$ cat config.mk
export PLATFORM = sky130hd
export DESIGN_NAME = usc_back
export DESIGN_NICKNAME = d
export VERILOG_FILES = /design/src/rtl/usc_pkg.sv /design/src/rtl/usc_back.sv
export SDC_FILE = /design/constraint.sdc
export NUM_CORES = 1
export LEC_CHECK = 0
export BUFFER_PORTS_ARGS = -buffer_cell sky130_fd_sc_hd__buf_4
export CORE_ASPECT_RATIO = 0.8
export CORE_MARGIN = 4
export CORE_UTILIZATION = 28
export DETAILED_ROUTE_END_ITERATION = 7
export SYNTH_ARGS = -nofsm -noshare
export SYNTH_HDL_FRONTEND = slang
export SYNTH_SLANG_ARGS = --single-unit
$ cat constraint.sdc
create_clock -name clk -period 3.8 [get_ports clk]
set_clock_uncertainty 0.05 [all_clocks]
set_input_delay 0.76 -clock clk [delete_from_list [all_inputs] [get_ports clk]]
set_output_delay 0.76 -clock clk [all_outputs]
set_load 0.01 [all_outputs]
$ cat src/rtl/usc_pkg.sv
package usc_pkg;

    localparam int MAX_LEN = 4096;
    localparam int POS_W   = 13;
    localparam int PORT_W  = 17;

    localparam logic [POS_W-1:0]  MAX_POS  = POS_W'(MAX_LEN);
    localparam logic [PORT_W-1:0] PORT_MAX = PORT_W'(65535);
    localparam logic [PORT_W-1:0] PORT_OVF = PORT_W'(65536);

    // Parser phases.
    localparam logic [3:0] PH_SCHEME      = 4'd0;
    localparam logic [3:0] PH_AFTER_COLON = 4'd1;
    localparam logic [3:0] PH_SLASH1      = 4'd2;
    localparam logic [3:0] PH_HSTART      = 4'd3;
    localparam logic [3:0] PH_HNAME       = 4'd4;
    localparam logic [3:0] PH_BRACKET     = 4'd5;
    localparam logic [3:0] PH_AFTER_BR    = 4'd6;
    localparam logic [3:0] PH_PORT        = 4'd7;
    localparam logic [3:0] PH_PATH        = 4'd8;
    localparam logic [3:0] PH_TAIL        = 4'd9;

    typedef enum logic [3:0] {
        CK_OTHER,
        CK_COLON,
        CK_SLASH,
        CK_QMARK,   // '?' or '#'
        CK_AT,
        CK_LBRACK,
        CK_RBRACK,
        CK_PCT,
        CK_SSYM     // '+', '-' or '.'
    } char_kind_t;

    typedef struct packed {
        char_kind_t kind;
        logic       alpha;
        logic       digit;
        logic       hex;
        logic       ctl;
        logic [3:0] dval;
        logic       last;
    } tok_t;

    typedef struct packed {
        logic [POS_W-1:0] path_len;
        logic [POS_W-1:0] path_offset;
        logic [POS_W-1:0] host_len;
        logic [POS_W-1:0] host_offset;
        logic             has_host;
        logic [POS_W-1:0] scheme_len;
        logic             url_valid;
    } res_t;

    localparam int RES_W  = $bits(res_t);
    localparam int DATA_W = ((RES_W + 7) / 8) * 8;

    localparam int QDEPTH = 4;
    localparam int QIDX_W = $clog2(QDEPTH);

    function automatic tok_t classify(input logic [7:0] c, input logic last);
        tok_t t;
        t.alpha = (c >= 8'h41 && c <= 8'h5a) || (c >= 8'h61 && c <= 8'h7a);
        t.digit = (c >= 8'h30 && c <= 8'h39);
        t.hex   = t.digit || (c >= 8'h41 && c <= 8'h46) || (c >= 8'h61 && c <= 8'h66);
        t.ctl   = (c <= 8'h20) || (c == 8'h7f);
        t.dval  = c[3:0];
        t.last  = last;
        unique case (c)
            8'h3a:               t.kind = CK_COLON;
            8'h2f:               t.kind = CK_SLASH;
            8'h3f, 8'h23:        t.kind = CK_QMARK;
            8'h40:               t.kind = CK_AT;
            8'h5b:               t.kind = CK_LBRACK;
            8'h5d:               t.kind = CK_RBRACK;
            8'h25:               t.kind = CK_PCT;
            8'h2b, 8'h2d, 8'h2e: t.kind = CK_SSYM;
            default:             t.kind = CK_OTHER;
        endcase
        return t;
    endfunction

endpackage

$ cat src/rtl/usc_back.sv
module usc_back (
    input  logic           clk,
    input  logic           rst_n,
    input  logic           head_valid,
    input  usc_pkg::tok_t  head_tok,
    output logic           pop,
    output logic           m_valid,
    input  logic           m_ready,
    output usc_pkg::res_t  m_res
);

    localparam int PW = usc_pkg::POS_W;

    logic [3:0]                 phase_reg, phase_next;
    logic [PW-1:0]              pos_reg, pos_next;
    logic [PW-1:0]              scheme_len_reg, scheme_len_next;
    logic [PW-1:0]              host_ofs_reg, host_ofs_next;
    logic [PW-1:0]              host_len_reg, host_len_next;
    logic [PW-1:0]              path_ofs_reg, path_ofs_next;
    logic [PW-1:0]              path_len_reg, path_len_next;
    logic [usc_pkg::PORT_W-1:0] port_val_reg, port_val_next;
    logic [2:0]                 port_dig_reg, port_dig_next;
    logic [1:0]                 pct_reg, pct_next;
    logic                       err_reg, err_next;
    logic                       fault_reg, fault_next;
    logic                       auth_reg, auth_next;

    logic                       out_valid_reg, out_valid_next;
    usc_pkg::res_t              out_res_reg, out_res_next;

    logic                       load;
    logic                       term;
    logic [19:0]                port_acc;
    usc_pkg::tok_t              t;

    assign t       = head_tok;
    assign pop     = head_valid && (!t.last || !out_valid_reg || m_ready);
    assign load    = pop && t.last;
    assign m_valid = out_valid_reg;
    assign m_res   = out_res_reg;
    assign term    = (t.kind == usc_pkg::CK_SLASH) || (t.kind == usc_pkg::CK_QMARK);
    assign port_acc = {port_val_reg, 3'b000} + {2'b00, port_val_reg, 1'b0} + 20'(t.dval);

    always_comb
    begin
        phase_next      = phase_reg;
        pos_next        = pos_reg;
        scheme_len_next = scheme_len_reg;
        host_ofs_next   = host_ofs_reg;
        host_len_next   = host_len_reg;
        path_ofs_next   = path_ofs_reg;
        path_len_next   = path_len_reg;
        port_val_next   = port_val_reg;
        port_dig_next   = port_dig_reg;
        pct_next        = pct_reg;
        err_next        = err_reg;
        fault_next      = fault_reg;
        auth_next       = auth_reg;
        out_res_next    = out_res_reg;
        out_valid_next  = m_ready ? 1'b0 : out_valid_reg;

        if (pop)
        begin
            // Octet rules: escapes take the next two bytes as hex digits.
            if (pct_reg != 2'd0)
            begin
                if (!t.hex)
                begin
                    err_next = 1'b1;
                end
                pct_next = pct_reg - 2'd1;
            end
            else
            begin
                if (t.ctl)
                begin
                    err_next = 1'b1;
                end
                if (t.kind == usc_pkg::CK_PCT)
                begin
                    pct_next = 2'd2;
                end
            end

            unique case (phase_reg)
                usc_pkg::PH_SCHEME:
                begin
                    if (pos_reg == '0)
                    begin
                        if (!t.alpha)
                        begin
                            err_next = 1'b1;
                        end
                    end
                    else if (t.kind == usc_pkg::CK_COLON)
                    begin
                        scheme_len_next = pos_reg;
                        phase_next      = usc_pkg::PH_AFTER_COLON;
                    end
                    else if (!(t.alpha || t.digit || t.kind == usc_pkg::CK_SSYM))
                    begin
                        err_next = 1'b1;
                    end
                end
                usc_pkg::PH_AFTER_COLON:
                begin
                    path_ofs_next = pos_reg;
                    if (t.kind == usc_pkg::CK_SLASH)
                    begin
                        path_len_next = PW'(1);
                        phase_next    = usc_pkg::PH_SLASH1;
                    end
                    else if (t.kind == usc_pkg::CK_QMARK)
                    begin
                        path_len_next = '0;
                        phase_next    = usc_pkg::PH_TAIL;
                    end
                    else
                    begin
                        path_len_next = PW'(1);
                        phase_next    = usc_pkg::PH_PATH;
                    end
                end
                usc_pkg::PH_SLASH1:
                begin
                    if (t.kind == usc_pkg::CK_SLASH)
                    begin
                        auth_next       = 1'b1;
                        path_len_next   = '0;
                        host_ofs_next   = pos_reg + PW'(1);
                        host_len_next   = '0;
                        port_val_next   = '0;
                        port_dig_next   = '0;
                        fault_next      = 1'b0;
                        phase_next      = usc_pkg::PH_HSTART;
                    end
                    else if (t.kind == usc_pkg::CK_QMARK)
                    begin
                        phase_next = usc_pkg::PH_TAIL;
                    end
                    else
                    begin
                        path_len_next = path_len_reg + PW'(1);
                        phase_next    = usc_pkg::PH_PATH;
                    end
                end
                usc_pkg::PH_PATH:
                begin
                    if (t.kind == usc_pkg::CK_QMARK)
                    begin
                        phase_next = usc_pkg::PH_TAIL;
                    end
                    else
                    begin
                        path_len_next = path_len_reg + PW'(1);
                    end
                end
                usc_pkg::PH_TAIL:
                begin
                    phase_next = phase_reg;
                end
                default:
                begin
                    if (term)
                    begin
                        // The authority ends here; check what the host collected.
                        if (phase_reg == usc_pkg::PH_HSTART || phase_reg == usc_pkg::PH_BRACKET
                            || (phase_reg == usc_pkg::PH_PORT && port_dig_reg == 3'd0)
                            || fault_reg)
                        begin
                            err_next = 1'b1;
                        end
                        path_ofs_next = pos_reg;
                        if (t.kind == usc_pkg::CK_SLASH)
                        begin
                            path_len_next = PW'(1);
                            phase_next    = usc_pkg::PH_PATH;
                        end
                        else
                        begin
                            path_len_next = '0;
                            phase_next    = usc_pkg::PH_TAIL;
                        end
                    end
                    else if (t.kind == usc_pkg::CK_AT)
                    begin
                        // Everything so far was user info; the host starts over.
                        host_ofs_next   = pos_reg + PW'(1);
                        host_len_next   = '0;
                        port_val_next   = '0;
                        port_dig_next   = '0;
                        fault_next      = 1'b0;
                        phase_next      = usc_pkg::PH_HSTART;
                    end
                    else if (phase_reg == usc_pkg::PH_HSTART)
                    begin
                        if (t.kind == usc_pkg::CK_LBRACK)
                        begin
                            host_ofs_next   = pos_reg + PW'(1);
                            phase_next      = usc_pkg::PH_BRACKET;
                        end
                        else if (t.kind == usc_pkg::CK_COLON)
                        begin
                            fault_next = 1'b1;
                            phase_next = usc_pkg::PH_PORT;
                        end
                        else
                        begin
                            host_len_next = PW'(1);
                            phase_next    = usc_pkg::PH_HNAME;
                        end
                    end
                    else if (phase_reg == usc_pkg::PH_HNAME)
                    begin
                        if (t.kind == usc_pkg::CK_COLON)
                        begin
                            phase_next = usc_pkg::PH_PORT;
                        end
                        else
                        begin
                            host_len_next = host_len_reg + PW'(1);
                        end
                    end
                    else if (phase_reg == usc_pkg::PH_BRACKET)
                    begin
                        if (t.kind == usc_pkg::CK_RBRACK)
                        begin
                            if (host_len_reg == '0)
                            begin
                                fault_next = 1'b1;
                            end
                            phase_next = usc_pkg::PH_AFTER_BR;
                        end
                        else
                        begin
                            host_len_next = host_len_reg + PW'(1);
                        end
                    end
                    else if (phase_reg == usc_pkg::PH_AFTER_BR)
                    begin
                        if (t.kind == usc_pkg::CK_COLON)
                        begin
                            phase_next = usc_pkg::PH_PORT;
                        end
                        else
                        begin
                            fault_next = 1'b1;
                        end
                    end
                    else
                    begin
                        if (t.digit)
                        begin
                            if (port_dig_reg < 3'd7)
                            begin
                                port_dig_next = port_dig_reg + 3'd1;
                            end
                            if (port_acc > 20'(usc_pkg::PORT_MAX))
                            begin
                                port_val_next = usc_pkg::PORT_OVF;
                                fault_next    = 1'b1;
                            end
                            else
                            begin
                                port_val_next = port_acc[usc_pkg::PORT_W-1:0];
                            end
                        end
                        else
                        begin
                            fault_next = 1'b1;
                        end
                    end
                end
            endcase

            if (pos_reg <= usc_pkg::MAX_POS)
            begin
                pos_next = pos_reg + PW'(1);
            end

            if (t.last)
            begin
                if (pos_next > usc_pkg::MAX_POS || pct_next != 2'd0
                    || phase_next == usc_pkg::PH_SCHEME)
                begin
                    err_next = 1'b1;
                end
                if (phase_next == usc_pkg::PH_AFTER_COLON)
                begin
                    path_ofs_next = pos_next;
                    path_len_next = '0;
                end
                if (phase_next >= usc_pkg::PH_HSTART && phase_next <= usc_pkg::PH_PORT)
                begin
                    if (phase_next == usc_pkg::PH_HSTART || phase_next == usc_pkg::PH_BRACKET
                        || (phase_next == usc_pkg::PH_PORT && port_dig_next == 3'd0)
                        || fault_next)
                    begin
                        err_next = 1'b1;
                    end
                    path_ofs_next = pos_next;
                    path_len_next = '0;
                end
                if (!auth_next && path_len_next == '0)
                begin
                    err_next = 1'b1;
                end

                out_valid_next = 1'b1;
                out_res_next   = '0;
                if (!err_next)
                begin
                    out_res_next.url_valid   = 1'b1;
                    out_res_next.scheme_len  = scheme_len_next;
                    out_res_next.has_host    = auth_next;
                    out_res_next.host_offset = auth_next ? host_ofs_next : '0;
                    out_res_next.host_len    = auth_next ? host_len_next : '0;
                    out_res_next.path_offset = path_ofs_next;
                    out_res_next.path_len    = path_len_next;
                end

                // Back to the idle state for the next URL.
                phase_next      = usc_pkg::PH_SCHEME;
                pos_next        = '0;
                scheme_len_next = '0;
                host_ofs_next   = '0;
                host_len_next   = '0;
                path_ofs_next   = '0;
                path_len_next   = '0;
                port_val_next   = '0;
                port_dig_next   = '0;
                pct_next        = '0;
                err_next        = 1'b0;
                fault_next      = 1'b0;
                auth_next       = 1'b0;
            end
        end
    end

    always_ff @(posedge clk or negedge rst_n)
    begin
        if (!rst_n)
        begin
            phase_reg      <= usc_pkg::PH_SCHEME;
            pos_reg        <= '0;
            scheme_len_reg <= '0;
            host_ofs_reg   <= '0;
            host_len_reg   <= '0;
            path_ofs_reg   <= '0;
            path_len_reg   <= '0;
            port_val_reg   <= '0;
            port_dig_reg   <= '0;
            pct_reg        <= '0;
            err_reg        <= 1'b0;
            fault_reg      <= 1'b0;
            auth_reg       <= 1'b0;
            out_valid_reg  <= 1'b0;
        end
        else
        begin
            phase_reg      <= phase_next;
            pos_reg        <= pos_next;
            scheme_len_reg <= scheme_len_next;
            host_ofs_reg   <= host_ofs_next;
            host_len_reg   <= host_len_next;
            path_ofs_reg   <= path_ofs_next;
            path_len_reg   <= path_len_next;
            port_val_reg   <= port_val_next;
            port_dig_reg   <= port_dig_next;
            pct_reg        <= pct_next;
            err_reg        <= err_next;
            fault_reg      <= fault_next;
            auth_reg       <= auth_next;
            out_valid_reg  <= out_valid_next;
        end
    end

    always_ff @(posedge clk)
    begin
        out_res_reg <= out_res_next;
    end

    a_pct_range: assert property (@(posedge clk) disable iff (!rst_n)
        pct_reg != 2'd3)
        else $error("escape countdown out of range");

    a_restart_after_last: assert property (@(posedge clk) disable iff (!rst_n)
        load |=> (pos_reg == '0 && phase_reg == usc_pkg::PH_SCHEME && !err_reg))
        else $error("parser did not restart after the last byte");

    a_no_result_lost: assert property (@(posedge clk) disable iff (!rst_n)
        (out_valid_reg && !m_ready) |-> !load)
        else $error("result overwritten before it was taken");

    a_valid_has_path: assert property (@(posedge clk) disable iff (!rst_n)
        (out_valid_reg && out_res_reg.url_valid && !out_res_reg.has_host)
            |-> (out_res_reg.path_len != '0))
        else $error("valid URL without authority has an empty path");

endmodule

## Word-level counts from Yosys, hierarchy flattened

Index checks and enable logic that the tools add are counted.

| storage, ports and cells | value |
|---|---|
| bits of input ports | 17 |
| register bits | 175 |
| logic and storage cells | 233 |

| cells by class | value |
|---|---|
| $add $sub $neg | 7 |
| reductions and logical operators | 38 |
| equal/unequal tests | 28 |
| bitwise gates (word level) | 1 |
| muxes and demuxes | 132 |
| $lt $le $gt $ge | 6 |

Operators by type and width:

| operator | number |
|---|---|
| $mux 13 | 36 |
| $mux 17 | 10 |
| $pmux 13 s2 | 3 |
| $mux 4 | 15 |
| $pmux 13 s4 | 1 |
| $mux 1 | 45 |
| $eq 4x3->1 const B | 10 |
| $add 13x1->13 const B | 3 |
| $logic_not 13->1 | 3 |
| $pmux 17 s2 | 1 |
| $mux 3 | 11 |
| $add 20x18->20 | 1 |
| $add 20x4->20 | 1 |
| $eq 4x2->1 const B | 5 |
| $gt 20x16->1 const B | 1 |
| $pmux 4 s5 | 1 |
| $gt 13x13->1 const B | 1 |
| $le 13x13->1 const B | 1 |
| $logic_or 1x1->1 | 13 |
| $eq 4x1->1 const B | 3 |
| $eq 4x4->1 const B | 3 |
| $mux 2 | 6 |
| $reduce_or 4->1 | 3 |
| $reduce_and 9->1 | 1 |
| 21 further kinds | 34 |

## Depth between registers and ports, before layout

Gate-level depths: netlist of the first run.

| depth | value |
|---|---|
| depth after elaboration | 21 |
| depth in mapped cells | 14 |
| gate-level depth less buffers | 12 |

## Worst setup path after synthesis of the first run

Ideal clock, no wire load.

| timing | value |
|---|---|
| path type | input to register |
| start point | in head_tok[4] in the netlist's numbering |
| end point | reg out_res_reg (netlist bit m_res[48]), data pin |
| stages | 14 |
| setup time | 0.169 ns |
| arrival time | 3.904 ns |
| required time | 3.581 ns |
| setup slack | -0.322 ns |
| cell sequence | inv_1 fa_1 inv_1 ha_1 a211oi_1 o21a_1 a211oi_1 or4_1 a221oi_1 a31oi_1 a311o_1 buf_2 buf_6 nor4_4 |

| between the ends | value |
|---|---|
| cells in the longest elaborated chain, start to end | 18 |

Ends and longest elaborated chain:

| element | line | text |
|---|---|---|
| start: declaration | usc_back.sv:5 | `input usc_pkg::tok_t head_tok,` |
| $add 20x4->20 | usc_back.sv:42 | `assign port_acc = {port_val_reg, 3'b000} + {2'b00, port_val_reg, 1'b0} + 20'(t.dval);` |
| $gt 20x16->1 | usc_back.sv:258 | `if (port_acc > 20'(usc_pkg::PORT_MAX))` |
| $mux 1 | usc_back.sv:258 |  |
| $mux 1 | usc_back.sv:252 | `if (t.digit)` |
| $mux 1 | usc_back.sv:239 | `else if (phase_reg == usc_pkg::PH_AFTER_BR)` |
| $mux 1 | usc_back.sv:224 | `else if (phase_reg == usc_pkg::PH_BRACKET)` |
| $mux 1 | usc_back.sv:213 | `else if (phase_reg == usc_pkg::PH_HNAME)` |
| $mux 1 | usc_back.sv:195 | `else if (phase_reg == usc_pkg::PH_HSTART)` |
| [... 2 more ...] | - |  |
| $pmux 1 s2 | usc_back.sv:85 | `unique case (phase_reg)` |
| $mux 1 | usc_back.sv:62 | `if (pop)` |
| $logic_or 1x1->1 | usc_back.sv:297 | `\|\| fault_next)` |
| $mux 1 | usc_back.sv:295 | `if (phase_next == usc_pkg::PH_HSTART \|\| phase_next == usc_pkg::PH_BRACKET` |
| $mux 1 | usc_back.sv:293 | `if (phase_next >= usc_pkg::PH_HSTART && phase_next <= usc_pkg::PH_PORT)` |
| $mux 1 | usc_back.sv:304 | `if (!auth_next && path_len_next == '0)` |
| $mux 1 | usc_back.sv:281 | `if (t.last)` |
| $mux 1 | usc_back.sv:62 |  |
| end signal: assignment | usc_back.sv:380 | `out_res_reg <= out_res_next;` |
| end: declaration | usc_back.sv:29 | `usc_pkg::res_t out_res_reg, out_res_next;` |

No other way between the ends. The select of a mux whose other input is x is not followed.
A chain may end at the register's enable or synchronous reset.

## Worst setup path in the final report of the first run

| timing | value |
|---|---|
| start point | in head_tok[4] in the netlist's numbering |
| end point | reg out_res_reg (netlist bit m_res[42]), data pin |

The elaborated chain is that of the path after synthesis.

==> metrics.cfg, run 1 <==
[run_status]
status = complete, no violations

[synth]
synth_cells = 1177
synthArstFlopShare_pct = 61.71
synthXorXnorAreaFrac_pct = 2.094
yosys.area_share.simple_pct = 19.35
synth_edf_count = 67
syn_area_per_cell_um2 = 9.241
synth_compound_area_share_pct = 23.98
synth-adder-area-share_pct = 5.085
synth_ff_type = dfrtp_1
seq_area_frac_synth_pct = 43.35
ys_ff_latch = 175
synth_nets = 1237
synth_area_um2 = 10880
yosys_warnings = 0
synth_top_family_by_area = compound AO/OA/AOI/OAI gates
synth_cell_type_count = 87
muxShareOfSynthArea_pct = 1.587

[floorplan]
start_util_pct = 28.42
fp.dieArea_um2 = 42080
io_pins = 86
die_x_um = 228.4
coreArea_um2 = 38280
num_rows = 64
die_y_um = 184.3

[sta]
finalSetupViolCount = 0
fin_setup_tns_ns = 0
finalMaxSlewViolations = 0
slew_headroom_pct = 28.66
rsz0062_at_grt = yes
fmaxAchievable_ghz = 0.2641
hold_viol_final = 0
fin_crit_sh_pct = 99.65
fin_ws_ns = 0.01312
worst-slew-pin-transition_ns = 1.070
layout_min_cycle_time_ns = 3.787

[setup_path]
cp_common_cell = inv_2
critPathLaunch = head_tok[4]
path_buf_inv = 5
r2r_cells = 14
crit_type = primary input to flip-flop
path_delay_family = compound AO/OA/AOI/OAI gates
crit_end = m_res[42]
critPathRequiredTime_ns = 4.05
r2r-end = m_res[42]
cp_max_fo = 11
r2r_slack_ns = 0.03
slowest_delay_ns = 0.55
worstPathArrival_ns = 4.04
timing.critical_path.depth = 15
crit_slowest_cell = fa_1
cp-end-kind = flip-flop
crit_chain = buf_6 -> inv_2 -> fa_1 -> inv_2 -> fa_2 -> a211oi_2 -> o211a_1 -> nor3_2 -> or3_1 -> a22oi_2 -> a31oi_2 -> a311o_2 -> buf_4 -> buf_12 -> nor3_4
r2r-start = port_val_reg[0]
startpoint_type = primary input

[place]
routabilityCongestion = 0.9621
dp_hpwl_um = 24580
port_buffers = 85
dp_slack_ns = -0.5701

[global_route]
grt_start_max_net_pins = 70
grt.total_usage_pct = 16.44
antenna_found_initial = 1
grt_pass1_wl_um = 55340
first_global_vias = 9545
grt-ovfl-total = 0

[power_and_ir_drop]
switching_share_pct = 33.32
leakagePower_uw = 0.005610
p_per_area_nw_per_um2 = 420.6
seq_power_share_pct = 39.2
pwr-share-comb_pct = 29.3
p_int_uw = 3865
switchingPower_uw = 1931
clkPwrFrac_pct = 31.5
peakVddDrop_mv = 0.2752

[cts]
cts_sinks = 175
htree_levels = 4
clk-insertion-delay-late_ns = 0.45
cts-buffers-inserted = 17
max-clock-path-buffers = 2
clk_pin_slew_ns = 0.07
cts_tree = built
ctsRootBufferMaster = clkbuf_16

[route]
wl_per_cell_um = 19.31
ant_nets = 0
drtPass1Iterations = 5
drc = 0
drtIter0Drc = 965
via_count = 9855
vias_per_cell = 5.439
routed_wl_um = 35000

[layout]
largest_reg_flops = 67
area_growth_syn_to_layout_pct = 26.68
n_fill_cell = 3861
drive_gt1_share_pct = 24.45
nNetsFinal = 1364
final_common_cell = buf_4
final_cell_mix = 183 x buf_4, 134 x nand2_1, 124 x o21ai_0
n_antenna_cell = 0

[flow_run]
maxCapViolations = 0

[min_path]
min_path_type = primary input to async pin

-- how the worst min path moves through the flow --
stage / depth (start not counted) / from / to
finish: 1 / rst_n / path_len_reg[0]
global route: 2 / host_ofs_reg[12] / host_ofs_reg[12]
CTS: 1 / rst_n / path_len_reg[9]
detailed placement: 2 / host_ofs_reg[8] / host_ofs_reg[8]
global placement: 2 / host_ofs_reg[3] / host_ofs_reg[3]
floorplan: 2 / host_ofs_reg[10] / host_ofs_reg[10]
-- worst reg2reg max path: cells and delay by family (launching register included) --
family	cells	cell delay, ns
flip-flops	1	0.37
AND/OR/NAND/NOR	3	0.61
buffers and inverters	4	0.44
adder cells (fa/ha/maj)	2	0.87
AO/OA/AOI/OAI	5	1.26
-- routing by layer --
| layer | up-vias | routed length (um) | track usage (%) |
|---|---|---|---|
| met5 | - | 13 | 0 |
| met4 | 2 | 573 | 4.064 |
| met3 | 37 | 2349 | 3.925 |
| met2 | 314 | 14900 | 24.04 |
| met1 | 4844 | 17160 | 24.44 |
| li1 | 4658 | - | - |
-- synthesized netlist by cell type (all sizes together), types with 5 or more instances --
cell type	n	area (um2)
a21boi	11	82.58
a22oi	15	112.6
nand3	23	115.1
a21oi	69	349.1
a211oi	15	127.6
a22o	39	341.6
nand2b	18	112.6
nor3b	18	140.1
nor3	60	305.3
nor4b	6	65.06
mux2i	15	150.1
or4b	5	53.80
a221oi	6	52.55
xnor2	20	175.2
dfrtp	108	2703
clkbuf	59	221.5
nand2	135	506.7
o31ai	8	73.82
inv	25	93.84
edfxtp	67	2012
ha	41	513.0
a2111oi	6	76.33
o21a	11	82.58
a31oi	16	115.1
a21o	13	97.59
nor4	15	115.1
o21ai	130	650.6
or3	5	31.28
a31o	5	43.79
and2	8	50.05
nor2	64	247.7
xor2	6	52.55
buf	30	176.4
o211ai	5	37.54
nand4	18	112.6
o22ai	10	62.56
and3	17	106.4
-- metrics by stage --
stage | hold slack, ns | instance area (um2) | instances | utilization, % | total power, uW
after floorplan | 0.3997 | 10930 | 1177 | - | 3380
after detailed placement | 0.4199 | 12640 | 1771 | 33.01 | 3915
after global placement | 0.4112 | 12640 | 1771 | 33.01 | 3875
after CTS | 0.4341 | 13600 | 1809 | 35.54 | 5804
final | 0.3897 | 13780 | 1812 | 36.00 | 5795
after global routing | 0.4592 | 13780 | 1812 | 36.00 | 6111
-- cell type report --
class	instances	area (um2)	share of cell area, %
inverters	26	97.59	0.7083
clock inverters	9	67.56	0.4904
flip-flops and latches	175	4715	34.22
repair buffers	197	1672	12.13
clock buffers	23	531.8	3.859
multi-input cells	887	6076	44.10
well taps	495	619.3	4.495
-- power groups by stage --
stage | sequential, uW | clock [uW] | combinational [uW]
finish | 2270 | 1830 | 1700
global route | 2290 | 1930 | 1890
CTS | 2270 | 1860 | 1680
detailed placement | 2310 | 0 | 1610
global placement | 2300 | 0 | 1570
floorplan | 2270 | 0 | 1110
-- logic make-up after synthesis --
logic type / count (synthesis)
buffers and inverters: 115
muxes: 17
AOI/OAI and AO/OA: 391
adders and majority gates: 43
DFF: 175
xor gates and xnor gates: 26
and+or+nand+nor: 410
-- timing repair --
action,in CTS,in global routing
hold buffers,0,0
resized for setup,51,23
endpoints found under the hold margin,0,0
pin swaps,17,22
buffers inserted,3,2
setup endpoints to repair,52,54
cloned,3,1
Note: power is estimated with default switching activity, not from simulation.
==> inputs of run 2 (changes only) <==
--- a/config.mk
+++ b/config.mk
@@ -10,6 +10,8 @@
 export CORE_MARGIN = 4
 export CORE_UTILIZATION = 28
 export DETAILED_ROUTE_END_ITERATION = 7
+export PLACE_DENSITY = 0.51
+export RECOVER_POWER = 25
 export SYNTH_ARGS = -nofsm -noshare
 export SYNTH_HDL_FRONTEND = slang
 export SYNTH_SLANG_ARGS = --single-unit
==> metrics.cfg, run 2 (synthesis results as in run 1) <==
[layout]
final_common_cell = buf_4
drive_gt1_share_pct = 25.30  ; +0.85 points
final_cell_mix = 189 x buf_4, 134 x nand2_1, 124 x o21ai_0
nNetsFinal = 1371  ; +0.51%
multiInputGateArea_um2 = 6080  ; about the same
area_growth_syn_to_layout_pct = 26.67  ; about the same
largest_reg_flops = 67  ; unchanged
seqCellArea_um2 = 4715  ; unchanged
n_fill_cell = 3875  ; +0.36%
final_area_um2 = 13780  ; about the same
n_antenna_cell = 0  ; unchanged

[place]
routabilityCongestion = 0.9119  ; -5.2%
dp_hpwl_um = 24550  ; -0.10%
port_buffers = 85  ; unchanged
place_area_um2 = 12680  ; +0.35%
dp_slack_ns = -0.5923  ; -0.02218 ns

[run_status]
violations = capacitance limit, slew limit
status = finished with violations

[sta]
slew_headroom_pct = -0.02506  ; -29 points
finalMaxSlewViolations = 17  ; +17
rsz0062_at_grt = yes
finalSetupViolCount = 0  ; unchanged
hold_viol_final = 0  ; unchanged
fin_crit_sh_pct = 98.27  ; -1.4 points
fin_ws_ns = 0.06591  ; +0.05279 ns
layout_min_cycle_time_ns = 3.734  ; -0.05279 ns
fmaxAchievable_ghz = 0.2678  ; +1.4%
worst-slew-pin-transition_ns = 1.500  ; +0.4302 ns
timing.hold.ws_ns = 0.4298  ; +0.04010 ns

[global_route]
use_met3_pct = 3.152  ; -0.77 points
grt_start_max_net_pins = 70  ; unchanged
gr-usage-met2_pct = 24.35  ; +0.31 points
grt_pass1_wl_um = 55540  ; +0.36%
grt-ovfl-total = 0  ; unchanged
first_global_vias = 9508  ; -0.39%
grt_most_used_layer = met1
antenna_found_initial = 0  ; -1
grt.total_usage_pct = 16.53  ; +0.093 points
grtUsageMet1_pct = 25.06  ; +0.61 points

[route]
via_count = 9804  ; -0.52%
drtIter0Drc = 896  ; -7.2%
ant_nets = 0  ; unchanged
drc = 0  ; unchanged
vias_per_cell = 5.390  ; -0.90%
drtPass1Iterations = 5  ; unchanged
routed_wl_um = 34950  ; -0.13%
wl_per_cell_um = 19.21  ; -0.52%

[setup_path]
r2r-start = port_val_reg[2]
cp_max_fo = 8  ; -3
worstPathArrival_ns = 3.98  ; -0.06 ns
slowest_delay_ns = 0.54  ; about the same
crit_slowest_cell = fa_1
critPathRequiredTime_ns = 4.05  ; about the same
r2r-end = m_res[52]
path_delay_family = compound AO/OA/AOI/OAI gates
critPathLaunch = head_tok[4]
cp-end-kind = flip-flop
path_buf_inv = 5  ; unchanged
r2r_slack_ns = 0.09  ; +0.06 ns
crit_chain = buf_6 -> inv_2 -> fa_1 -> inv_2 -> fa_2 -> a211oi_2 -> o211a_1 -> nor3_2 -> or3_1 -> a22oi_2 -> a31oi_2 -> a311o_2 -> buf_6 -> clkbuf_16 -> a211oi_2
crit_type = primary input to flip-flop
startpoint_type = primary input
r2r_cells = 14  ; unchanged

[floorplan]
die_y_um = 184.3  ; unchanged
die_x_um = 228.4  ; unchanged
num_rows = 64  ; unchanged
io_pins = 86  ; unchanged
coreArea_um2 = 38280  ; unchanged
start_util_pct = 28.42  ; unchanged
fp.dieArea_um2 = 42080  ; unchanged

[min_path]
hold_path_depth = 2
hold_end = host_ofs_reg[10]
min_path_type = flip-flop to flip-flop
min-delay-start = host_ofs_reg[10]

[power_and_ir_drop]
pwr-share-comb_pct = 29.4  ; about the same
leakagePower_uw = 0.005556  ; -0.97%
p_int_uw = 3850  ; -0.38%
seq_power_share_pct = 39.5  ; +0.3 points
peakVddDrop_mv = 0.2604  ; -5.4%
clkPwrFrac_pct = 31.1  ; -0.4 points
p_per_area_nw_per_um2 = 418.4  ; -0.54%
switching_share_pct = 33.20  ; -0.11 points
switchingPower_uw = 1914  ; -0.88%

[cts]
cts_sinks = 175  ; unchanged
cts-buffers-inserted = 17  ; unchanged
htree_levels = 4  ; unchanged
clk-insertion-delay-late_ns = 0.46  ; about the same
max-clock-path-buffers = 2  ; unchanged
cts_tree = built
clk_pin_slew_ns = 0.07  ; about the same
ctsRootBufferMaster = clkbuf_16

[flow_run]
maxCapViolations = 1  ; +1

==> run 2: worst max path at each step <==
stage / to / cells past startpoint
CTS: m_res[31] / 14
detailed placement: m_res[37] / 14
global route: m_res[52] / 14
floorplan: m_res[25] / 14
finish: m_res[52] / 15
global placement: m_res[25] / 14
==> run 2: area by class of cell <==
| type | instances | area share [%] |
|---|---|---|
| multi-input combinational | 887 | 44.13 |
| sequential | 175 | 34.22 |
| timing repair buffer | 204 | 12.19 |
| tap | 495 | 4.495 |
| clock buffer | 21 | 3.496 |
| clock inverter | 11 | 0.7629 |
| inverter | 26 | 0.7084 |
==> run 2: worst reg2reg max path, delay by kind of cell, from the launching register on <==
kind | cells | cell delay (ns)
buffers and inverters | 4 | 0.45
AND/OR/NAND/NOR | 2 | 0.40
adder cells (fa/ha/maj) | 2 | 0.87
AO/OA/AOI/OAI | 6 | 1.42
flip-flops | 1 | 0.36
==> run 2: routing by layer <==
metal / part of all wire, % / vias to the layer above
met5: 0 / -
met4: 1.1 / 0
met3: 4.8 / 23
met2: 43 / 262
met1: 51 / 4847
li1: - / 4672
==> run 2: power groups by stage <==
| stage | clock network [uW] | registers (uW) | logic, uW |
|---|---|---|---|
| after global routing | 1920 | 2300 | 1890 |
| final | 1790 | 2280 | 1700 |
| after detailed placement | 0 | 2310 | 1610 |
| after CTS | 1850 | 2270 | 1670 |
| after floorplan | 0 | 2270 | 1110 |
| after global placement | 0 | 2310 | 1590 |
==> run 2: per-stage QoR <==
step	TNS, ns	cells	utilization, %	total power (uW)
after detailed placement	-27.32	1779	33.13	3925
final	0	1819	35.99	5764
after global placement	-24.11	1779	33.13	3906
after CTS	-1.645	1815	35.48	5787
after global routing	-2.074	1819	35.99	6109
after floorplan	-0.6994	1177	-	3380
==> run 2: timing repair <==
item	in CTS	in global routing
hold buffers	0	0
buffers inserted	3	2
resized for setup	53	27
gates cloned	1	2
pin swaps	28	32
setup endpoints to repair	53	54
